===== config.mk =====
export PLATFORM = sky130hd
export DESIGN_NAME = vau_sqrt
export DESIGN_NICKNAME = d
export VERILOG_FILES = /design/src/design/vau_pkg.sv /design/src/design/vau_sqrt.sv
export SDC_FILE = /design/constraint.sdc
export NUM_CORES = 2
export LEC_CHECK = 0
export BUFFER_PORTS_ARGS = -buffer_cell sky130_fd_sc_hd__buf_2
export CORE_ASPECT_RATIO = 2
export CORE_MARGIN = 10
export CORE_UTILIZATION = 26
export CTS_BUF_LIST = sky130_fd_sc_hd__clkbuf_8
export CTS_CLUSTER_SIZE = 10
export DETAILED_ROUTE_END_ITERATION = 10
export PLACE_DENSITY = 0.45
export SLEW_MARGIN = 20
export SYNTH_ARGS = -nofsm -noshare
export SYNTH_HDL_FRONTEND = slang
export SYNTH_SLANG_ARGS = --single-unit

===== constraint.sdc =====
create_clock -name clock -period 6.7 [get_ports clock]
set_input_delay 1.005 -clock clock [delete_from_list [all_inputs] [get_ports clock]]
set_output_delay 1.005 -clock clock [all_outputs]
set_load 0.03 [all_outputs]

===== src/design/vau_pkg.sv =====
// ----------------------------------------------------------------------------
// Vector3 arithmetic unit package
// Widths, opcodes, status codes, result bundle and shared arithmetic helpers.
// ----------------------------------------------------------------------------
`default_nettype none

package vau_pkg;

   localparam int DW = 32;            // data word, Q16.16
   localparam int FB = 16;            // fraction bits
   localparam int KW = 4;             // opcode width
   localparam int AW = 19;            // angle width
   localparam int PW = 2 * DW;        // full product
   localparam int WW = 2 * DW + 2;    // sum of three products
   localparam int MW = DW;            // magnitude width
   localparam int QW = FB + 1;        // normalize quotient magnitude
   localparam int CW = FB + 2;        // sine / cosine width

   localparam int CORDIC_STEPS = 17;
   localparam int CORDIC_FRAC  = 30;
   localparam int XW = 34;            // CORDIC x / y
   localparam int ZW = 19;            // CORDIC residual angle
   localparam logic signed [XW-1:0] CORDIC_GAIN_INV = XW'(652032874);
   localparam logic signed [ZW:0]   PI_Q16          = (ZW + 1)'(205887);
   localparam logic signed [ZW:0]   HALF_PI_Q16     = (ZW + 1)'(102944);

   localparam int SQRT_STEPS = MW;
   localparam int PIPE_DEPTH = 53;

   localparam logic signed [WW-1:0] SAT_MAX = (WW'(1) <<< (DW - 1)) - WW'(1);
   localparam logic signed [WW-1:0] SAT_MIN = -SAT_MAX - WW'(1);

   typedef enum logic [KW-1:0] {
      OP_ADD   = 4'd0,
      OP_SUB   = 4'd1,
      OP_DOT   = 4'd2,
      OP_CROSS = 4'd3,
      OP_MAG   = 4'd4,
      OP_NORM  = 4'd5,
      OP_ROTX  = 4'd6,
      OP_ROTY  = 4'd7,
      OP_ROTZ  = 4'd8,
      OP_DIST  = 4'd9,
      OP_SCALE = 4'd10
   } op_type;

   typedef enum logic [1:0] {
      ST_OK   = 2'd0,
      ST_SAT  = 2'd1,
      ST_ZERO = 2'd2
   } status_type;

   typedef logic [2:0][DW-1:0] vec_type;

   typedef struct packed {
      logic                 sat;
      logic signed [DW-1:0] val;
   } sat_type;

   typedef struct packed {
      op_type               kind;
      logic signed [DW-1:0] rx;
      logic signed [DW-1:0] ry;
      logic signed [DW-1:0] rz;
      logic signed [DW-1:0] sc;
      status_type           st;
   } res_type;

   function automatic sat_type sat_w(input logic signed [WW-1:0] v);
      sat_type r;
      if (v > SAT_MAX) begin
         r.sat = 1'b1;
         r.val = SAT_MAX[DW-1:0];
      end else if (v < SAT_MIN) begin
         r.sat = 1'b1;
         r.val = SAT_MIN[DW-1:0];
      end else begin
         r.sat = 1'b0;
         r.val = v[DW-1:0];
      end
      return r;
   endfunction

   function automatic logic signed [ZW-1:0] atan_q16(input int i);
      logic signed [ZW-1:0] r;
      case (i)
         0:       r = ZW'(51472);
         1:       r = ZW'(30386);
         2:       r = ZW'(16055);
         3:       r = ZW'(8150);
         4:       r = ZW'(4091);
         5:       r = ZW'(2047);
         6:       r = ZW'(1024);
         7:       r = ZW'(512);
         8:       r = ZW'(256);
         9:       r = ZW'(128);
         10:      r = ZW'(64);
         11:      r = ZW'(32);
         12:      r = ZW'(16);
         13:      r = ZW'(8);
         14:      r = ZW'(4);
         15:      r = ZW'(2);
         16:      r = ZW'(1);
         default: r = '0;
      endcase
      return r;
   endfunction

endpackage

`default_nettype wire


===== src/design/vau_sqrt.sv =====
// ----------------------------------------------------------------------------
// Vector3 arithmetic unit square root
// Pipelined digit-by-digit integer square root, one result bit per stage.
// ----------------------------------------------------------------------------
`default_nettype none

module vau_sqrt import vau_pkg::*; (
   input  logic          clock,
   input  logic          en,
   input  logic [PW-1:0] sq_in,
   output logic [MW-1:0] root_out
);

   logic [PW-1:0] n_ff [SQRT_STEPS];
   logic [PW-1:0] r_ff [SQRT_STEPS];

   for (genvar k = 0; k < SQRT_STEPS; k++) begin : g_step
      localparam logic [PW-1:0] BIT = PW'(1) << (PW - 2 - 2 * k);
      logic [PW-1:0] np, rp, trial, n_in, r_in;

      if (k == 0) begin : g_first
         assign np = sq_in;
         assign rp = '0;
      end else begin : g_next
         assign np = n_ff[k-1];
         assign rp = r_ff[k-1];
      end

      always_comb begin
         trial = rp + BIT;
         if (np >= trial) begin
            n_in = np - trial;
            r_in = (rp >> 1) + BIT;
         end else begin
            n_in = np;
            r_in = rp >> 1;
         end
      end

      always_ff @(posedge clock) begin
         if (en) begin
            n_ff[k] <= n_in;
            r_ff[k] <= r_in;
         end
      end
   end

   assign root_out = r_ff[SQRT_STEPS-1][MW-1:0];

endmodule

`default_nettype wire


Yosys cells after proc, flatten, opt, wreduce, memory -nomap -nowiden
Memories as Yosys holds them, arrays and structs flattened.
Cells that the tools add are included.
- input bits: 66
- memories kept: 2
- word-level logic and storage cells: 194
- output and inout port bits: 32
- bits in registers: 0
- memory bits (writable): 4096
- magnitude comparators: 32
- add/subtract/negate cells: 94
- multiplexer cells: 66
- memories (name ; words ; width ; read ports ; clocked after memory_dff ; wr ports ; RTL line ; RTL):
    n_ff ; 32 ; 64 ; 31 ; 0 ; 32 ; vau_sqrt.sv:14 ; logic [PW-1:0] n_ff [SQRT_STEPS];
    r_ff ; 32 ; 64 ; 32 ; 0 ; 32 ; vau_sqrt.sv:15 ; logic [PW-1:0] r_ff [SQRT_STEPS];
- operator list (kind ; number):
    64-bit two-way mux ; 63
    64-bit greater-or-equal comparator ; 31
    64-bit subtractor ; 31
    63-bit by 1-bit adder with 64-bit output, second input constant ; 1
    63-bit by 11-bit adder with 64-bit output, second input constant ; 1
    63-bit by 13-bit adder with 64-bit output, second input constant ; 1
    63-bit by 15-bit adder with 64-bit output, second input constant ; 1
    63-bit by 17-bit adder with 64-bit output, second input constant ; 1
    63-bit by 19-bit adder with 64-bit output, second input constant ; 1
    63-bit by 21-bit adder with 64-bit output, second input constant ; 1
    63-bit by 23-bit adder with 64-bit output, second input constant ; 1
    63-bit by 25-bit adder with 64-bit output, second input constant ; 1
    63-bit by 27-bit adder with 64-bit output, second input constant ; 1
    63-bit by 29-bit adder with 64-bit output, second input constant ; 1
    63-bit by 3-bit adder with 64-bit output, second input constant ; 1
    63-bit by 31-bit adder with 64-bit output, second input constant ; 1
    63-bit by 33-bit adder with 64-bit output, second input constant ; 1
    63-bit by 35-bit adder with 64-bit output, second input constant ; 1
    63-bit by 37-bit adder with 64-bit output, second input constant ; 1
    63-bit by 39-bit adder with 64-bit output, second input constant ; 1
    63-bit by 41-bit adder with 64-bit output, second input constant ; 1
    63-bit by 43-bit adder with 64-bit output, second input constant ; 1
    63-bit by 45-bit adder with 64-bit output, second input constant ; 1
    63-bit by 47-bit adder with 64-bit output, second input constant ; 1
    other kinds (45) ; 46

Logic depth before layout (Yosys ltp)
An unclocked memory read counts as a cell.
- depth after elaboration: 4
- mapped depth: 15
- mapped depth without buffers: 13

Least setup slack after synthesis
No wires, ideal clock.
- path type: register to register
- start point: memory n_ff[1][33] (netlist bit)
- end point: memory n_ff[1][101] (netlist bit), data pin
- clock period less this slack: 3557 ps
- arrival: 3303 ps
- stages on the path, launching flop included: 12
- setup slack: 3143 ps
- data required time: 6446 ps
- buffers on the path: 2
- library setup time: 254 ps
- cell sequence: edfxtp_1 ha_1 a21o_1 a2111oi_1 nor2_1 o41a_1 nor2_1 a21oi_1 or4_1 buf_2 buf_1 o21a_1
- RTL lines (what ; RTL line):
    start, declared ; vau_sqrt.sv:14

==> flow_summary_export.csv <==
group,metric,value,unit
drt,wl_met1,77000,um
sta,finalCriticalPeriod,5110,ps
pwr,leakagePower,50.4,nW
sta,skew,122,ps
cts,cts.repair_timing.setup_buffer_count,0,
worst_setup_path,path_class,"reg2reg",
place,pre_cts_slack,1500,ps
run_status,status,"completed",
finish,final_net_count,10602,
cts,clk_transition_reported_paths,60,ps
pwr,pwr_density_cell,323,nW/um2
grt,grt.overflow.total,0,
worst_setup_path,startpoint_type,"register",
finish,post_route_cells_drive_above_1_share,0.0877,
cts,max-clock-path-buffers,4,
grt,grt_antenna_before_repair,8,
hold_path,holdCritPathClass,"in2reg",
finish,area_delta_synth_final,13.5,%
die,die-area,491000,um2
synth,synth_top_area_cell,"edfxtp_1",
drt,viasPerCell,4.65,
die,chipHeight,981,um
cts,cts_root_buffer,"clkbuf_8",
grt,first_global_vias,84727,
cts,holdBufCountCts,46,
sta,finalWorstSetupSlack,1590,ps
synth,ys_seq_elements,2512,
die,horiz_die_dim,500,um
worst_setup_path,end_kind,"register",
cts,cts_tree,"built",
drt,post-route-drc-count,0,
synth,synth_fp_nets,10131,
grt,pin_count_of_the_biggest_net_entering_global_routing,175,
synth,synth.top_cell.area_share,0.628,
synth,synthTopCellsByArea,"edfxtp_1, ha_1, xnor2_1",
pwr,peakVddDrop,0.185,mV
synth,mappedNetlistArea,120000,um2
synth,post_synth.cell_area_avg,12.6,um2
drt,detailedRoute.firstPassIterationCount,5,
synth,yosysWarningCount,0,
job,timing.max_cap.violations,0,
grt,grt.total_usage,0.134,
cts,htree_num_levels,5,
synth,synth_seq_area_share,0.628,
drt,total_length_of_routed_met3_wires,8810,um
grt,first_pass_grt_wire_length,496000,um
worst_setup_path,critical_path.cell_chain,"ha_1 -> nand4_1 -> nor3_1 -> a41oi_1 -> a21oi_1 -> nor4_2 -> buf_4 -> a211oi_1 -> nand3b_1 -> nor4_1 -> xor2_1",
die,placement_rows,352,
die,initial_utilization,0.261,
place,globalplace.congestion,0.946,
worst_setup_path,worst_ep_arrival_time,5830,ps
sta,finalHoldWorstSlack,122,ps
finish,postLayoutCellArea,136000,um2
worst_setup_path,timing.critical_path.slowest_stage_cell,"a21oi_1",
worst_setup_path,critical_path_peak_fanout,13,
sta,finalMaxSlewViolations,0,
drt,num_vias,75924,
place,placedInstanceArea,129000,um2
sta,report.final.hold_viol_count,0,
drt,detail_route.wl_per_cell,20.9,um
worst_setup_path,slowest_delay,740,ps
place,detailedPlacementHpwl,266000,um
pwr,power,44.0,mW
synth,async_flop_share,0,
drt,route.final.wire_length,341000,um
sta,timing.fmax,196,MHz
sta,finalSetupViolations,0,
sta,worstMarginPinSlew,1230,ps
sta,slew-limit-headroom,0.170,
place,numPortBuffers,97,
cts,cts-resized-gates,0,
worst_setup_path,worstPathRequired,7430,ps
drt,wl_met2,221000,um
sta,tns,0,ps
drt,first_iter_violations,3027,
cts,insertion_delay,1110,ps
cts,cts_sinks,2512,
synth,synth_top_flop_cell,"edfxtp_1",
die,pin_count,98,
synth,synth.lib_cells_used.distinct,97,
synth,synth_enable_flop_cells,2512,
cts,cts_inserted_buffers,401,
sta,min_period_over_period,0.762,
synth,netlist_instances,9507,
sta,grt_setup_unrepaired,"no",
drt,antenna_left,0,
die,placeableCoreArea,460000,um2
drt,top_layer,"met4",
==> critical path, delay by kind of cell (launching register included) <==
kind,cells,cell delay [ps]
buffers and inverters,1,230
AOI/OAI and AO/OA,3,1710
and+or+nand+nor,5,1940
adders and majority gates,1,440
DFF,1,400
xor gates and xnor gates,1,110
==> cell type report <==
type | instances | area [um2]
clock buffer | 408 | 5620
sequential | 2512 | 75400
timing repair buffer | 254 | 1980
tap | 6018 | 7530
multi-input combinational | 6120 | 41600
inverter | 689 | 2590
antenna | 22 | 55.1
fill | 46479 | 324000
clock inverter | 303 | 1490
==> stage by stage <==
stage               std cells  utilization
floorplan                9507            -
global placement        15534        0.279
detailed placement      15547        0.280
CTS                     16304        0.296
global route            16326        0.296
finish                  16326        0.296
==> final timing paths <==
kind | start | end | slack, ps | cells past startpoint
setup reg to reg | n_ff[1][725] | n_ff[1][821] | 1590 | 11
hold / removal | sq_in[53] | n_ff[0][53] | 120 | 1
setup / recovery | n_ff[1][725] | n_ff[1][821] | 1590 | 11
hold reg to reg | r_ff[1][595] | r_ff[1][658] | 380 | 0
==> layout by cell type, fill, tap and decap left out, drive strengths merged, types with 89 or more instances in the layout <==
cell type / count
a21oi: 634
a21o: 249
ha: 558
nor4: 349
nand4: 157
buf: 208
or3: 89
nand3: 148
clkinv: 158
clkbuf: 408
inv: 817
xor2: 398
o21a: 100
edfxtp: 2512
xnor2: 488
nor2: 671
nor3: 255
o21ai: 403
mux2: 96
nand2: 580
nand2b: 108
==> cells in the mapped netlist, drive strengths merged, types with 40 or more instances <==
cell and n:
edfxtp 2512, inv 688, nor2 671, a21oi 634
nand2 580, ha 558, xnor2 488, o21ai 403
xor2 398, nor4 349, nor3 255, a21o 249
clkbuf 160, nand4 157, nand3 148, nand2b 108
o21a 100, mux2 96, or3 89, nor2b 71
or4 71, a31oi 50, o21bai 49, and3 46
nor4b 46, o211ai 42, a211oi 40
==> state kept, by name (all words and copies together), names as in the netlist <==
signal  cells
r_ff      528
n_ff     1984
==> layer usage <==
layer,up-vias,track usage
met2,1525,0.313
met5,-,0
li1,36567,-
met3,991,0.0173
met1,36841,0.0741
met4,0,0.117
==> cell families (layout without fill, tap and decap cells) <==
family,Yosys count,in the layout,synth area share
AND/OR/NAND/NOR,2784,2784,0.119
flip-flops,2512,2512,0.628
AO/OA/AOI/OAI,1792,1792,0.0925
XOR/XNOR,886,886,0.0646
buffers and inverters,875,1654,0.0275
adder cells (fa/ha/maj),558,558,0.0582
multiplexers,100,100,0.00934
other,0,22,0
==> power by group <==
part	internal [mW]	switching, mW	total [mW]	leakage [nW]
combinational	4.03	6.36	10.4	22.1
sequential	20.0	1.54	21.5	24.2
clock	5.91	6.22	12.1	4.09
(Power assumes the default switching activity.)
