--- config.mk ---
export PLATFORM = sky130hd
export DESIGN_NAME = vau_div
export DESIGN_NICKNAME = d
export VERILOG_FILES = /design/src/design/vau_pkg.sv /design/src/design/vau_div.sv
export SDC_FILE = /design/constraint.sdc
export NUM_CORES = 2
export LEC_CHECK = 0
export BUFFER_PORTS_ARGS = -buffer_cell sky130_fd_sc_hd__buf_2
export CAP_MARGIN = 10
export CORE_MARGIN = 8
export CORE_UTILIZATION = 58
export CTS_BUF_LIST = sky130_fd_sc_hd__clkbuf_16
export CTS_CLUSTER_SIZE = 25
export DETAILED_ROUTE_END_ITERATION = 12
export GPL_ROUTABILITY_DRIVEN = 0
export GPL_TIMING_DRIVEN = 0
export PLACE_DENSITY = 0.76
export SKIP_LAST_GASP = 1
export SLEW_MARGIN = 20
export SYNTH_ARGS = -nofsm -noshare
export SYNTH_HDL_FRONTEND = slang
export SYNTH_SLANG_ARGS = --single-unit
--- constraint.sdc ---
create_clock -name clock -period 5 [get_ports clock]
set_input_delay 0.5 -clock clock [delete_from_list [all_inputs] [get_ports clock]]
set_output_delay 0.5 -clock clock [all_outputs]
set_load 0.05 [all_outputs]
--- src/design/vau_pkg.sv ---
// ----------------------------------------------------------------------------
// Vector3 arithmetic unit package
// Widths, opcodes, status codes, result bundle and shared arithmetic helpers.
// ----------------------------------------------------------------------------
`default_nettype none

package vau_pkg;

   localparam int DW = 32;            // data word, Q16.16
   localparam int FB = 16;            // fraction bits
   localparam int KW = 4;             // opcode width
   localparam int AW = 19;            // angle width
   localparam int PW = 2 * DW;        // full product
   localparam int WW = 2 * DW + 2;    // sum of three products
   localparam int MW = DW;            // magnitude width
   localparam int QW = FB + 1;        // normalize quotient magnitude
   localparam int CW = FB + 2;        // sine / cosine width

   localparam int CORDIC_STEPS = 17;
   localparam int CORDIC_FRAC  = 30;
   localparam int XW = 34;            // CORDIC x / y
   localparam int ZW = 19;            // CORDIC residual angle
   localparam logic signed [XW-1:0] CORDIC_GAIN_INV = XW'(652032874);
   localparam logic signed [ZW:0]   PI_Q16          = (ZW + 1)'(205887);
   localparam logic signed [ZW:0]   HALF_PI_Q16     = (ZW + 1)'(102944);

   localparam int SQRT_STEPS = MW;
   localparam int PIPE_DEPTH = 53;

   localparam logic signed [WW-1:0] SAT_MAX = (WW'(1) <<< (DW - 1)) - WW'(1);
   localparam logic signed [WW-1:0] SAT_MIN = -SAT_MAX - WW'(1);

   typedef enum logic [KW-1:0] {
      OP_ADD   = 4'd0,
      OP_SUB   = 4'd1,
      OP_DOT   = 4'd2,
      OP_CROSS = 4'd3,
      OP_MAG   = 4'd4,
      OP_NORM  = 4'd5,
      OP_ROTX  = 4'd6,
      OP_ROTY  = 4'd7,
      OP_ROTZ  = 4'd8,
      OP_DIST  = 4'd9,
      OP_SCALE = 4'd10
   } op_type;

   typedef enum logic [1:0] {
      ST_OK   = 2'd0,
      ST_SAT  = 2'd1,
      ST_ZERO = 2'd2
   } status_type;

   typedef logic [2:0][DW-1:0] vec_type;

   typedef struct packed {
      logic                 sat;
      logic signed [DW-1:0] val;
   } sat_type;

   typedef struct packed {
      op_type               kind;
      logic signed [DW-1:0] rx;
      logic signed [DW-1:0] ry;
      logic signed [DW-1:0] rz;
      logic signed [DW-1:0] sc;
      status_type           st;
   } res_type;

   function automatic sat_type sat_w(input logic signed [WW-1:0] v);
      sat_type r;
      if (v > SAT_MAX) begin
         r.sat = 1'b1;
         r.val = SAT_MAX[DW-1:0];
      end else if (v < SAT_MIN) begin
         r.sat = 1'b1;
         r.val = SAT_MIN[DW-1:0];
      end else begin
         r.sat = 1'b0;
         r.val = v[DW-1:0];
      end
      return r;
   endfunction

   function automatic logic signed [ZW-1:0] atan_q16(input int i);
      logic signed [ZW-1:0] r;
      case (i)
         0:       r = ZW'(51472);
         1:       r = ZW'(30386);
         2:       r = ZW'(16055);
         3:       r = ZW'(8150);
         4:       r = ZW'(4091);
         5:       r = ZW'(2047);
         6:       r = ZW'(1024);
         7:       r = ZW'(512);
         8:       r = ZW'(256);
         9:       r = ZW'(128);
         10:      r = ZW'(64);
         11:      r = ZW'(32);
         12:      r = ZW'(16);
         13:      r = ZW'(8);
         14:      r = ZW'(4);
         15:      r = ZW'(2);
         16:      r = ZW'(1);
         default: r = '0;
      endcase
      return r;
   endfunction

endpackage

`default_nettype wire

--- src/design/vau_div.sv ---
// ----------------------------------------------------------------------------
// Vector3 arithmetic unit normalize divider
// Pipelined restoring division of comp * 2^FB by the magnitude, truncated to zero.
// ----------------------------------------------------------------------------
`default_nettype none

module vau_div import vau_pkg::*; (
   input  logic                 clock,
   input  logic                 en,
   input  logic signed [DW-1:0] num_in,
   input  logic [MW-1:0]        den_in,
   output logic signed [QW:0]   quo_out
);

   localparam int NW = DW + FB;

   logic [NW-1:0] rem_ff [QW];
   logic [MW-1:0] den_ff [QW];
   logic [QW-1:0] quo_ff [QW];
   logic          neg_ff [QW];

   logic [DW-1:0] mag;

   // the component never exceeds the magnitude, so the quotient fits QW bits
   assign mag = num_in[DW-1] ? DW'(-num_in) : DW'(num_in);

   for (genvar k = 0; k < QW; k++) begin : g_step
      localparam int J = QW - 1 - k;
      logic [NW-1:0] remp, sh, rem_in;
      logic [MW-1:0] denp;
      logic [QW-1:0] quop, quo_in;
      logic          np;

      if (k == 0) begin : g_first
         assign remp = {mag, {FB{1'b0}}};
         assign denp = den_in;
         assign quop = '0;
         assign np   = num_in[DW-1];
      end else begin : g_next
         assign remp = rem_ff[k-1];
         assign denp = den_ff[k-1];
         assign quop = quo_ff[k-1];
         assign np   = neg_ff[k-1];
      end

      always_comb begin
         sh = NW'(denp) << J;
         if (remp >= sh) begin
            rem_in = remp - sh;
            quo_in = quop | (QW'(1) << J);
         end else begin
            rem_in = remp;
            quo_in = quop;
         end
      end

      always_ff @(posedge clock) begin
         if (en) begin
            rem_ff[k] <= rem_in;
            den_ff[k] <= denp;
            quo_ff[k] <= quo_in;
            neg_ff[k] <= np;
         end
      end
   end

   logic signed [QW:0] qpos;

   assign qpos    = $signed({1'b0, quo_ff[QW-1]});
   assign quo_out = neg_ff[QW-1] ? -qpos : qpos;

endmodule

`default_nettype wire

## Yosys cells after proc, flatten, opt, wreduce, memory -nomap -nowiden

Memories as Yosys holds them, arrays and structs flattened.
Index checks and enable logic that the tools add are counted.

| storage, ports and cells | value |
|---|---|
| output and inout bits | 18 |
| register bits after elaboration | 0 |
| input bits | 66 |
| ROM bits | 0 |
| memories kept | 4 |
| latch bits | 0 |
| logic and storage cells | 78 |
| memory bits (writable) | 1666 |

| operators by class | value |
|---|---|
| $add $sub $neg | 19 |
| bitwise operators | 0 |
| equal/unequal tests | 0 |
| magnitude comparators | 17 |
| mux-type cells | 38 |
| multipliers | 0 |
| div/mod/pow operators | 0 |
| shift operators | 0 |
| reductions and logical operators | 0 |

Memory list:

| memory | words | bits a word | read ports | clocked after memory_dff | write ports | RTL line | source |
|---|---|---|---|---|---|---|---|
| rem_ff | 17 | 48 | 16 | 0 | 17 | vau_div.sv:17 | `logic [NW-1:0] rem_ff [QW];` |
| den_ff | 17 | 32 | 16 | 0 | 17 | vau_div.sv:18 | `logic [MW-1:0] den_ff [QW];` |
| quo_ff | 17 | 17 | 17 | 0 | 17 | vau_div.sv:19 | `logic [QW-1:0] quo_ff [QW];` |
| neg_ff | 17 | 1 | 17 | 0 | 17 | vau_div.sv:20 | `logic neg_ff [QW];` |

Operators by type and width:

| cell | number |
|---|---|
| $mux 48 | 17 |
| $ge 48x32->1 | 1 |
| $ge 48x33->1 | 1 |
| $ge 48x34->1 | 1 |
| $ge 48x35->1 | 1 |
| $ge 48x36->1 | 1 |
| $ge 48x37->1 | 1 |
| $ge 48x38->1 | 1 |
| $ge 48x39->1 | 1 |
| $ge 48x40->1 | 1 |
| $ge 48x41->1 | 1 |
| $ge 48x42->1 | 1 |
| $ge 48x43->1 | 1 |
| $ge 48x44->1 | 1 |
| $ge 48x45->1 | 1 |
| $ge 48x46->1 | 1 |
| $ge 48x47->1 | 1 |
| $ge 48x48->1 | 1 |
| $sub 48x32->48 | 1 |
| $sub 48x33->48 | 1 |
| $sub 48x34->48 | 1 |
| $sub 48x35->48 | 1 |
| $sub 48x36->48 | 1 |
| $sub 48x37->48 | 1 |
| 32 further kinds | 34 |

## Longest topological paths before layout

| depth | value |
|---|---|
| depth in word-level cells | 4 |
| mapped depth | 19 |
| mapped depth without buffers | 19 |

## Worst setup path before layout

OpenSTA, ideal clock, no wires.

| timing | value |
|---|---|
| path kind | input port to flip-flop |
| start | input num_in[11] |
| end | memory rem_ff[0][36] (netlist name), data pin |
| setup time | 260 ps |
| stages on the path | 17 |
| data required time | 4740 ps |
| setup slack | 329 ps |
| arrival | 4411 ps |
| cell sequence | or4_1 -> nor4_1 -> nor2b_1 -> nand2b_1 -> nand2b_1 -> or4_1 -> nand2_1 -> xnor2_1 -> ha_1 -> a21o_1 -> a21o_1 -> a21o_1 -> a21oi_1 -> o21a_1 -> clkbuf_1 -> clkbuf_1 -> mux2_2 |

RTL lines:

| what | RTL line | source |
|---|---|---|
| start: declaration | vau_div.sv:10 | `input logic signed [DW-1:0] num_in,` |
| end: declaration | vau_div.sv:17 |  |

==> flow_summary.toml <==
[status]
status = "finished clean"

[timing]
fmax_ghz = 0.205
setup_viol = 0
post-route-period-util_pct = 97.8
hold_violations = 0
max_slew_margin_pct = 27.4
fin_crit_ps = 4890
worstMarginPinSlew_ps = 1080
fin_ws_ps = 112
rsz0062_at_grt = "false"
final_max_slew_viol_count = 0
finClkSkew_ps = 37.6

[clocking]
cts_sinks = 1314
htreeDepth = 4
max-clock-path-buffers = 3
insertion_delay_ps = 800
cts_tree = "done"
path_clk_slew_ps = 60
cts_root_buffer = "clkbuf_16"
cts_buffers = 141
postCtsSetupBuffers = 0

[setup_path]
crit_end = "rem_ff[0][43]$_DFFE_PP_"
timing.rr.start = "den_ff[0][321]$_DFFE_PP_"
slowest_delay_ps = 720
ff2ff_setup_slack_ps = 180
cp_num_cells = 16
arrival_ps = 5410
path_max_fanout = 10
crit_type = "input port to flip-flop"
regToRegEndpoint = "rem_ff[0][559]$_DFFE_PP_"
startpoint = "num_in[3]"
rr_worst_depth = 12
worstSetupStartpointType = "input port"
crit_path_end_kind = "flip-flop"
worstPathCellList = "buf_2 -> nor4_1 -> nand2_1 -> or4_1 -> o41ai_1 -> xnor2_1 -> ha_1 -> and3_1 -> nand4_1 -> o41ai_1 -> o21ai_0 -> nand2_1 -> a21oi_1 -> o21a_2 -> inv_1 -> mux2_2"
cp_slowest_cell = "o41ai_1"
critical-path-top-delay-family = "compound AO/OA/AOI/OAI gates"
cp.buffers_inverters = 2
worstPathRequired_ps = 5520

[die]
fp.dieW_um = 382
core_region_area_mm2 = 0.133
dieArea_mm2 = 0.146
start_util_pct = 58.4
die_height_um = 382
rows = 134
ios = 84

[drt]
dr_total_vias = 58288
drc_errors = 0
routed_wl_um = 192000
first_iter_violations = 6028
viasPerCell = 6.11
ant_nets = 0
wire_per_inst_um = 20.1
firstDrtPassIters = 8

[power]
p_per_area_mw_per_mm2 = 590
clock_power_share_pct = 21.3
p_leak_uw = 0.0349
ir_worst_vdd_uv = 366
combPwrFrac_pct = 42.9
intPower_uw = 31600
p_switching_uw = 19200
p_total_uw = 50800
sw_frac_of_total_pct = 37.8
seq_power_share_pct = 35.8

[yosys]
synth_xor_area_share_pct = 6.64
synth-async-reset-ratio_pct = 0
synthesis.nets = 8016
synthTopCellsByArea = "edfxtp_1 51%, ha_1 8.8%, a21oi_1 4.4%"
synth_edf_count = 1314
synthFlopType = "edfxtp_1"
ys_ff_latch = 1314
synth_cell_types = 92
syn_area_per_cell_um2 = 10.5
synth_mux_area_share_pct = 1.62
synth_seq_area_share_pct = 50.6
syn_area_mm2 = 0.0779
synth-compound-area-share_pct = 15.8
syn_inst = 7389
synthAdderAreaFrac_pct = 9.16
yosys_warnings = 0
synth_top_area_share_pct = 50.6
synth_area_leader_cell = "edfxtp_1"
synthSimpleGateAreaFrac_pct = 11.9
synth_top_family_by_area = "compound AO/OA/AOI/OAI gates"

[placed_design]
dpl_cell_area_mm2 = 0.0808
dp_hpwl_um = 144000
port_buffers = 83
place_ws_ps = -862

[finish]
final_nets = 8283
final_cell_area_mm2 = 0.0860
layout-drive-gt1-share_pct = 6.34
final_util_pct = 64.5
insertedDiodeCount = 0
syn2layout_area_growth_pct = 10.4

[global_route]
antenna_found_initial = 4
first_global_vias = 55830
grt-ovfl-total = 0
track_usage_pct = 25.3
grt_pass1_wl_um = 299000
grt_start_max_net_pins = 157

[hold_path]
hold_path_class = "input port to flip-flop"

[flow_run]
maxCapViolCount = 0
flip-flops by register name, summed over array words and instances (netlist names):
signal and count:
rem_ff 632, den_ff 512, quo_ff 153, neg_ff 17
routing by layer:
layer / track usage [%] / up-vias / wire (um)
met2: 43.4 / 2541 / 93000
li1: - / 27484 / -
met1: 31.0 / 27664 / 75300
met4: 12.6 / 2 / 10200
met3: 4.15 / 597 / 13500
met5: 0 / - / 11
stage by stage:
stage                     hold WS (ps)  TNS, ps  instances
after floorplan                    400        0       7389
after global placement             400        -       9240
after detailed placement           405   -21060       9249
after CTS                         27.8        0       9532
after global routing              55.0        0       9533
final                             40.6        0       9533
cells in the final DEF, fill, tap and decap left out, drive strengths merged, types with 22 or more instances in the layout:
cell         instances
edfxtp            1314
inv                707
a21oi              688
nor2               564
ha                 545
nand2              543
o21ai              459
clkbuf             323
xnor2              315
a21o               281
xor2               276
nor3               136
nand3              128
buf                121
mux2               107
nand4              101
nand2b             100
o21a                84
nor2b               80
a31oi               59
o31ai               57
o21bai              51
clkinv              51
a211oi              50
and3                48
nor4                48
or3                 40
and2                38
dlygate4sd3         32
o211ai              31
or2                 25
o31a                22
worst register-to-register path, stage by stage (launching register included):
cell and delay, ps:
edfxtp_1 440, inv_1 90, ha_1 240, nor2b_1 160, o31ai_1 550, a2111oi_1 290, o311ai_1 580, a31oi_1 330
a21boi_1 370, clkbuf_1 580, buf_1 720, nand2_1 110, o21ai_0 150
power groups by stage:
stage	sequential, uW	clock, uW	combinational [uW]
CTS	18100	11000	21300
floorplan	17300	0	16500
detailed placement	18300	0	21000
global route	18400	11400	24000
global placement	18700	0	20400
finish	18200	10800	21800
logic make-up after synthesis:
kind of cell | count (synthesis)
xor gates and xnor gates | 591
adders and majority gates | 561
AOI/OAI and AO/OA | 1984
DFF | 1314
buffers and inverters | 886
muxes | 111
and+or+nand+nor | 1942
cell usage after synthesis (84+ instances only):
library cell and instances:
xnor2_1 315, nand2b_1 100, nor3_1 136, edfxtp_1 1314
o21ai_0 455, nand4_1 101, a21oi_1 687, inv_1 673
o21a_1 84, nor2_1 564, nand3_1 128, a21o_1 281
ha_1 545, nand2_1 543, mux2_2 102, xor2_1 276
clkbuf_1 183
cell type report:
type                    instances  area (um2)
repair buffers                125        1010
multi-input cells            5189       35100
plain buffers                 210         831
inverters                     675        2530
flip-flops and latches       1314       39500
clock inverters               111        1350
clock buffers                 141        3530
fillers                     10143       47400
well taps                    1768        2210
timing repair:
| item | 4_1_cts | 5_1_grt |
|---|---|---|
| cloned | 0 | 0 |
| gates resized for setup | 1 | 14 |
| setup endpoints to repair | 13 | 55 |
| hold endpoints to repair | 32 | 0 |
| hold buffers | 32 | 0 |
worst min path at each step:
stage	startpoint	end	slack, ps	depth (start not counted)
after detailed placement	neg_ff[0][14]$_DFFE_PP_	neg_ff[0][15]$_DFFE_PP_	400	0
final	num_in[31]	neg_ff[0][0]$_DFFE_PP_	40	1
after global placement	neg_ff[0][2]$_DFFE_PP_	neg_ff[0][3]$_DFFE_PP_	400	0
after CTS	num_in[31]	neg_ff[0][0]$_DFFE_PP_	30	1
after floorplan	neg_ff[0][9]$_DFFE_PP_	neg_ff[0][10]$_DFFE_PP_	400	0
after global routing	num_in[31]	neg_ff[0][0]$_DFFE_PP_	60	1
No activity file was read; power rests on OpenSTA's default activity.
