## src/design/vau_pkg.sv

```systemverilog
// ----------------------------------------------------------------------------
// Vector3 arithmetic unit package
// Widths, opcodes, status codes, result bundle and shared arithmetic helpers.
// ----------------------------------------------------------------------------
`default_nettype none

package vau_pkg;

   localparam int DW = 32;            // data word, Q16.16
   localparam int FB = 16;            // fraction bits
   localparam int KW = 4;             // opcode width
   localparam int AW = 19;            // angle width
   localparam int PW = 2 * DW;        // full product
   localparam int WW = 2 * DW + 2;    // sum of three products
   localparam int MW = DW;            // magnitude width
   localparam int QW = FB + 1;        // normalize quotient magnitude
   localparam int CW = FB + 2;        // sine / cosine width

   localparam int CORDIC_STEPS = 17;
   localparam int CORDIC_FRAC  = 30;
   localparam int XW = 34;            // CORDIC x / y
   localparam int ZW = 19;            // CORDIC residual angle
   localparam logic signed [XW-1:0] CORDIC_GAIN_INV = XW'(652032874);
   localparam logic signed [ZW:0]   PI_Q16          = (ZW + 1)'(205887);
   localparam logic signed [ZW:0]   HALF_PI_Q16     = (ZW + 1)'(102944);

   localparam int SQRT_STEPS = MW;
   localparam int PIPE_DEPTH = 53;

   localparam logic signed [WW-1:0] SAT_MAX = (WW'(1) <<< (DW - 1)) - WW'(1);
   localparam logic signed [WW-1:0] SAT_MIN = -SAT_MAX - WW'(1);

   typedef enum logic [KW-1:0] {
      OP_ADD   = 4'd0,
      OP_SUB   = 4'd1,
      OP_DOT   = 4'd2,
      OP_CROSS = 4'd3,
      OP_MAG   = 4'd4,
      OP_NORM  = 4'd5,
      OP_ROTX  = 4'd6,
      OP_ROTY  = 4'd7,
      OP_ROTZ  = 4'd8,
      OP_DIST  = 4'd9,
      OP_SCALE = 4'd10
   } op_type;

   typedef enum logic [1:0] {
      ST_OK   = 2'd0,
      ST_SAT  = 2'd1,
      ST_ZERO = 2'd2
   } status_type;

   typedef logic [2:0][DW-1:0] vec_type;

   typedef struct packed {
      logic                 sat;
      logic signed [DW-1:0] val;
   } sat_type;

   typedef struct packed {
      op_type               kind;
      logic signed [DW-1:0] rx;
      logic signed [DW-1:0] ry;
      logic signed [DW-1:0] rz;
      logic signed [DW-1:0] sc;
      status_type           st;
   } res_type;

   function automatic sat_type sat_w(input logic signed [WW-1:0] v);
      sat_type r;
      if (v > SAT_MAX) begin
         r.sat = 1'b1;
         r.val = SAT_MAX[DW-1:0];
      end else if (v < SAT_MIN) begin
         r.sat = 1'b1;
         r.val = SAT_MIN[DW-1:0];
      end else begin
         r.sat = 1'b0;
         r.val = v[DW-1:0];
      end
      return r;
   endfunction

   function automatic logic signed [ZW-1:0] atan_q16(input int i);
      logic signed [ZW-1:0] r;
      case (i)
         0:       r = ZW'(51472);
         1:       r = ZW'(30386);
         2:       r = ZW'(16055);
         3:       r = ZW'(8150);
         4:       r = ZW'(4091);
         5:       r = ZW'(2047);
         6:       r = ZW'(1024);
         7:       r = ZW'(512);
         8:       r = ZW'(256);
         9:       r = ZW'(128);
         10:      r = ZW'(64);
         11:      r = ZW'(32);
         12:      r = ZW'(16);
         13:      r = ZW'(8);
         14:      r = ZW'(4);
         15:      r = ZW'(2);
         16:      r = ZW'(1);
         default: r = '0;
      endcase
      return r;
   endfunction

endpackage

`default_nettype wire

```

## src/design/vau_cordic.sv

```systemverilog
// ----------------------------------------------------------------------------
// Vector3 arithmetic unit CORDIC
// One rotation step per stage, then a clamp and sign stage for sine and cosine.
// ----------------------------------------------------------------------------
`default_nettype none

module vau_cordic import vau_pkg::*; (
   input  logic                 clock,
   input  logic                 en,
   input  logic signed [ZW-1:0] ang_z,
   input  logic                 ang_neg,
   output logic signed [CW-1:0] cos_out,
   output logic signed [CW-1:0] sin_out
);

   localparam int TW = XW - (CORDIC_FRAC - FB);
   localparam logic signed [TW-1:0] ONE = TW'(1) <<< FB;

   logic signed [XW-1:0] x_ff [CORDIC_STEPS];
   logic signed [XW-1:0] y_ff [CORDIC_STEPS];
   logic signed [ZW-1:0] z_ff [CORDIC_STEPS];
   logic                 neg_ff [CORDIC_STEPS];

   for (genvar i = 0; i < CORDIC_STEPS; i++) begin : g_step
      logic signed [XW-1:0] xp, yp, x_in, y_in;
      logic signed [ZW-1:0] zp, z_in;
      logic                 np;

      if (i == 0) begin : g_first
         assign xp = CORDIC_GAIN_INV;
         assign yp = '0;
         assign zp = ang_z;
         assign np = ang_neg;
      end else begin : g_next
         assign xp = x_ff[i-1];
         assign yp = y_ff[i-1];
         assign zp = z_ff[i-1];
         assign np = neg_ff[i-1];
      end

      always_comb begin
         if (zp >= 0) begin
            x_in = xp - (yp >>> i);
            y_in = yp + (xp >>> i);
            z_in = zp - atan_q16(i);
         end else begin
            x_in = xp + (yp >>> i);
            y_in = yp - (xp >>> i);
            z_in = zp + atan_q16(i);
         end
      end

      always_ff @(posedge clock) begin
         if (en) begin
            x_ff[i]   <= x_in;
            y_ff[i]   <= y_in;
            z_ff[i]   <= z_in;
            neg_ff[i] <= np;
         end
      end
   end

   logic signed [TW-1:0] xs, ys, xc, yc, xf, yf;
   logic signed [CW-1:0] cos_ff, sin_ff, cos_in, sin_in;

   // drop the extra fraction bits, clamp to +-1, undo the half-turn fold
   always_comb begin
      xs = x_ff[CORDIC_STEPS-1][XW-1:CORDIC_FRAC-FB];
      ys = y_ff[CORDIC_STEPS-1][XW-1:CORDIC_FRAC-FB];
      xc = (xs > ONE) ? ONE : ((xs < -ONE) ? -ONE : xs);
      yc = (ys > ONE) ? ONE : ((ys < -ONE) ? -ONE : ys);
      xf = neg_ff[CORDIC_STEPS-1] ? -xc : xc;
      yf = neg_ff[CORDIC_STEPS-1] ? -yc : yc;
      cos_in = xf[CW-1:0];
      sin_in = yf[CW-1:0];
   end

   always_ff @(posedge clock) begin
      if (en) begin
         cos_ff <= cos_in;
         sin_ff <= sin_in;
      end
   end

   assign cos_out = cos_ff;
   assign sin_out = sin_ff;

endmodule

`default_nettype wire

```

## config.mk

```make
export PLATFORM = sky130hd
export DESIGN_NAME = vau_cordic
export DESIGN_NICKNAME = d
export VERILOG_FILES = /design/src/design/vau_pkg.sv /design/src/design/vau_cordic.sv
export SDC_FILE = /design/constraint.sdc
export NUM_CORES = 2
export LEC_CHECK = 0
export BUFFER_PORTS_ARGS = -buffer_cell sky130_fd_sc_hd__buf_2
export CORE_MARGIN = 5
export CORE_UTILIZATION = 48
export DETAILED_ROUTE_END_ITERATION = 10
export GPL_TIMING_DRIVEN = 1
export PLACE_DENSITY = 0.7
export SYNTH_ARGS = -nofsm -noshare
export SYNTH_HDL_FRONTEND = slang
export SYNTH_SLANG_ARGS = --single-unit
```

## constraint.sdc

```tcl
create_clock -name clock -period 14.9 [get_ports clock]
set_clock_uncertainty 0.2 [all_clocks]
set_input_delay 1.49 -clock clock [delete_from_list [all_inputs] [get_ports clock]]
set_output_delay 1.49 -clock clock [all_outputs]
set_load 0.005 [all_outputs]
```

# After elaboration in Yosys (flattened, before gate mapping)
# Memories as Yosys holds them, arrays and structs flattened.
# Index checks and enable logic that the tools add are counted.
# Widths: inputs -> output; s select.
[totals] register_bits=36 ramBits=1496 output_inout_bits=36 elab_cells=185 mem_count=4
[op_classes] n_addsub=100 order_cmp=21 mux=58
[memory_table] name="x_ff" depth=17 width=34 read_ports=17 rd_clocked_by_memory_dff=0 write_ports=17 line_no="vau_cordic.sv:19" source="logic signed [XW-1:0] x_ff [CORDIC_STEPS];"
[memory_table] name="y_ff" depth=17 width=34 read_ports=17 rd_clocked_by_memory_dff=0 write_ports=17 line_no="vau_cordic.sv:20" source="logic signed [XW-1:0] y_ff [CORDIC_STEPS];"
[memory_table] name="z_ff" depth=17 width=19 read_ports=16 rd_clocked_by_memory_dff=0 write_ports=17 line_no="vau_cordic.sv:21" source="logic signed [ZW-1:0] z_ff [CORDIC_STEPS];"
[memory_table] name="neg_ff" depth=17 width=1 read_ports=17 rd_clocked_by_memory_dff=0 write_ports=17 line_no="vau_cordic.sv:22" source="logic neg_ff [CORDIC_STEPS];"
[ops] cell="$mux 34" count=33
[ops] cell="$ge 19x1->1 const B" count=17
[ops] cell="$mux 19" count=17
[ops] cell="$mux 18" count=6
[ops] cell="$add 34x18->34" count=2
[ops] cell="$add 34x19->34" count=2
[ops] cell="$add 34x20->34" count=2
[ops] cell="$add 34x21->34" count=2
[ops] cell="$add 34x22->34" count=2
[ops] cell="$add 34x23->34" count=2
[ops] cell="$add 34x24->34" count=2
[ops] cell="$add 34x25->34" count=2
[ops] cell="$add 34x26->34" count=2
[ops] cell="$add 34x27->34" count=2
[ops] cell="$add 34x28->34" count=2
[ops] cell="$add 34x29->34" count=2
[ops] cell="$add 34x30->34" count=2
[ops] cell="$add 34x31->34" count=2
[ops] cell="$add 34x32->34" count=2
[ops] cell="$add 34x33->34" count=2
[ops] cell="$sub 34x18->34" count=2
[ops] cell="$sub 34x19->34" count=2
[ops] cell="$sub 34x20->34" count=2
[ops] cell="$sub 34x21->34" count=2
[ops] cell="48 further kinds" count=66

# Longest topological paths before layout
# An unclocked memory read counts as a cell.
[depth] word_depth=6 ltp_mapped=21 mapped_depth_nobuf=20

# Worst setup path after synthesis
# Ideal clock, no wire load.
[synth_timing] path_type="reg2reg" from="memory x_ff[6][7], in the netlist x_ff[0][211]" to="memory y_ff[7][31], in the netlist y_ff[0][269], data pin" arrival_time_ns=4.935 required_ns=14.442 slack_ns=9.507 path_stages_with_launch=19 path_cell_list="edfxtp_1 -> or3_1 -> or3b_2 -> or3_1 -> or4_1 -> or3_1 -> or3_1 -> nand2_1 -> xnor2_1 -> ha_1 -> a21o_1 -> a21oi_1 -> o21ai_0 -> or3b_2 -> o21a_1 -> a2111oi_0 -> o21bai_1 -> a21oi_1 -> xnor2_1"
[synth_rtl] item="start, declared" line_no="vau_cordic.sv:19"
[synth_rtl] item="end, declared" line_no="vau_cordic.sv:20"

==> out/metrics.sh <==
MAXSLEWHEADROOM_PCT=2.85
GRT_PASS1_VIAS=87700
CLKSLEWWORSTSETUPHOLDPATHS_NS=0.07
RUN_STATUS='finished, final reports clean'
REPORT.FINAL.SETUP_VIOL=0
YOSYSWARNINGCOUNT=0
N_FILL_CELL=21200
POST_DETAILED_ROUTING_WIRE_LENGTH_UM=310000
CLKLATENCYLATEPIN_NS=0.82
POST_CTS_HOLD_BUFFER_COUNT=0
NUMBER_OF_NETS_AT_THE_END_OF_THE_FLOW=13200
ASYNC_RESET_FF_SHARE_PCT=0
MAX_CAP_VIOLATIONS=0
CLOCK_TREE_FROM_TRITONCTS='built'
FINAL_CELL_MIX='1364 x edfxtp_1, 1234 x ha_1, 1098 x xnor2_1'
SYNTH_SEQUENTIAL_AREA_RATIO_PCT=36.1
WORST_HOLD_PATH.ENDPOINT='neg_ff[0][16]'
CLOCK_TREE.BUFFER_DEPTH=3
MIN_PERIOD_OVER_PERIOD_PCT=40.7
POSTCTSSETUPBUFFERS=0
PORTBUFFERS=57
SHARE_OF_FINAL_LAYOUT_STANDARD_CELLS_STRONGER_THAN_DRIVE_STRENGTH_1_PCT=4.02
CLOCK_TREE.ROOT_CELL='clkbuf_16'
GRT_OVERFLOW_TOTAL=0
RSZ_0062_RAISED_AFTER_GLOBAL_ROUTING='no'
SYNTH_CELL_TYPES=85
SYNTH-MAIN-FF-CELL='edfxtp_1'
GRT_USE_TOTAL_PCT=24.5
R2R_SLACK_NS=8.84
WORST_R2R_PATH_DEPTH=18
WORST_SLEW_PIN_SLEW_NS=1.44
NUMCTSBUFFERS=160
SYNTHTOLAYOUTAREAGROWTH_PCT=8.08
GRT_START_MAX_NET_PINS=189
SYNTHCELLS=11800
POST-ROUTE-MIN-PERIOD_NS=6.06
PLACE.GP.CONGESTION=0.936
HOLD_CRIT_CLASS='register to register'
HP-START='neg_ff[0][15]'
DIE_WIDTH_UM=496
CTSRESIZECOUNT=0
ROUTE.VIAS.TOTAL=90700
ROUTED_WIRE_LENGTH_PER_INSTANCE_UM=20.5
SYNTH_EDF_COUNT=1364
MOSTFREQUENTLAYOUTCELL='edfxtp_1'
CORE_BOX_AREA_MM2=0.235
POSTSYNTHAREAPERCELL_UM2=9.62
SLEW_VIOLATIONS=0
DIE-AREA_MM2=0.246
WORST_SETUP_PATH_START_KIND='register'
MIN_PATH_CELLS=0
CRITICAL_PATH_CLASS='register to register'
MAXIMUM_LEVEL_OF_THE_CTS_H_TREE=4
CLOCK-SINKS=1364
SYNTHESIS.AREA_MM2=0.114
GRT_ANTENNA_BEFORE_REPAIR=7
SETUP_TNS_NS=0
GRT_FIRST_PASS_WIRELENGTH_UM=487000
VIAS_PER_CELL=5.99
INITIAL_UTILIZATION_PCT=48.2
DRC_ERRORS=0
WORSTPATHMAXFANOUT=6
TIMING.CRITICAL_PATH.ARRIVAL_NS=6.42
R2R_PATH_START='x_ff[0][211]'
DIE_H_UM=496
DRT_PASS1_ITERATIONS=8
CRITPATHCAPTURETYPE='register'
PLACEMENTROWS=178
DP.FINAL_HPWL_UM=246000
YS_SEQ_ELEMENTS=1364
DR.FIRST_ITER.DRC_COUNT=7158
SYNTH_NETS=13100
FINALHOLDVIOLATIONS=0
WORSTPATHREQUIRED_NS=15.26
CLOCK.FMAX_GHz=0.165
ANT_NETS=0
REGTOREGENDPOINT='y_ff[0][269]'
BOUNDARYPINS=58
==> through the flow <==
| step | cell area (µm²) | worst slack, ns | std cells | utilization [%] | hold WS (ns) |
|---|---|---|---|---|---|
| after floorplan | 114000 | 9.51 | 11800 | - | 0.200 |
| after global placement | 117000 | 8.80 | 14800 | 49.9 | 0.203 |
| after detailed placement | 117000 | 8.94 | 14800 | 49.9 | 0.205 |
| after CTS | 123000 | 8.89 | 15100 | 52.1 | 0.214 |
| after global routing | 123000 | 8.57 | 15100 | 52.1 | 0.224 |
| final | 123000 | 8.84 | 15100 | 52.1 | 0.212 |
==> layout make-up <==
class                      count  area (µm²)  share of cell area (%)
timing repair buffer         101         681                   0.555
multi-input combinational   9671       69700                    56.8
inverter                     561        2110                    1.72
clock inverter               102        1210                   0.983
tap                         3150        3940                    3.21
clock buffer                 192        4120                    3.36
sequential                  1364       41000                    33.4
antenna                        1        2.50                 0.00204
==> cells in the mapped netlist (all sizes together), types with 17 or more instances <==
library cell  count  area share [%]
edfxtp         1364              36
ha             1234              14
xnor2          1098             8.5
a21oi           949             4.2
nor2            849             2.8
o21ai           796             3.5
nand2           772             2.6
xor2            607             4.7
inv             558             1.8
a21o            439             2.9
nor3            259             1.1
o31ai           225             1.5
nand2b          211             1.2
clkbuf          198            0.65
o21a            192             1.3
nand3           164            0.72
nor2b           163            0.90
or3             149            0.83
o21bai          146            0.97
o41ai           118            0.92
or4             112            0.75
a211oi          100            0.66
and3             91            0.50
o211ai           83            0.55
a31oi            75            0.41
nand4            75            0.41
nor4             68            0.37
or2              65            0.36
a21boi           47            0.31
a221oi           46            0.35
fa               44            0.78
and2             43            0.24
mux2i            39            0.34
a31o             35            0.27
a2111oi          31            0.24
o31a             31            0.24
a211o            28            0.22
and4             26            0.20
nor3b            21            0.14
o2111ai          20            0.15
o22ai            17           0.094
==> worst max path at each step <==
stage,from,to,slack [ns],cells past startpoint
global route,x_ff[0][531],y_ff[0][576],8.57,16
global placement,x_ff[0][211],y_ff[0][269],8.80,18
detailed placement,x_ff[0][211],y_ff[0][269],8.94,18
finish,x_ff[0][211],y_ff[0][269],8.84,18
CTS,x_ff[0][211],y_ff[0][269],8.89,18
floorplan,x_ff[0][211],y_ff[0][269],9.51,18
==> state kept, by name, summed over array words and instances, names as in the netlist <==
signal / flops
cos_out: 18
neg_ff: 17
sin_out: 18
x_ff: 504
y_ff: 531
z_ff: 276
==> critical path, stage by stage (launching register included) <==
cell and delay, ns:
edfxtp_1 0.45, or3_1 0.45, or3b_2 0.55, or3_1 0.39, or4_1 0.48, or3_1 0.40
or3_1 0.39, nand2_1 0.11, xnor2_1 0.13, ha_1 0.32, a21o_1 0.19, a21oi_1 0.14
o21ai_0 0.14, or3b_2 0.46, o21a_1 0.23, a2111oi_0 0.37, o21bai_1 0.12, a21oi_1 0.20
xnor2_1 0.09
==> logic make-up (layout without fill, tap and decap cells) <==
| logic type | count (synthesis) | in the layout | synth area share, % |
|---|---|---|---|
| simple gates | 3113 | 3113 | 13.4 |
| xor+xnor | 1705 | 1705 | 13.2 |
| fa+ha+maj | 1278 | 1278 | 14.4 |
| compound gates | 3534 | 3534 | 20.1 |
| flops | 1364 | 1364 | 36.1 |
| buf+inv | 770 | 956 | 2.55 |
| other cells | 0 | 1 | 0 |
| mux | 41 | 41 | 0.364 |
==> layer usage <==
| layer | vias to the layer above | wire, µm | GRT usage [%] |
|---|---|---|---|
| li1 | 44100 | - | - |
| met1 | 43600 | 137000 | 32.6 |
| met2 | 2477 | 148000 | 42.0 |
| met3 | 488 | 16300 | 2.97 |
| met4 | 0 | 9860 | 7.34 |
| met5 | - | 0 | 0 |
Power is left out: the tool's default activity adds up to more than one toggle a clock period on the data nets, which glitch-free logic cannot reach.
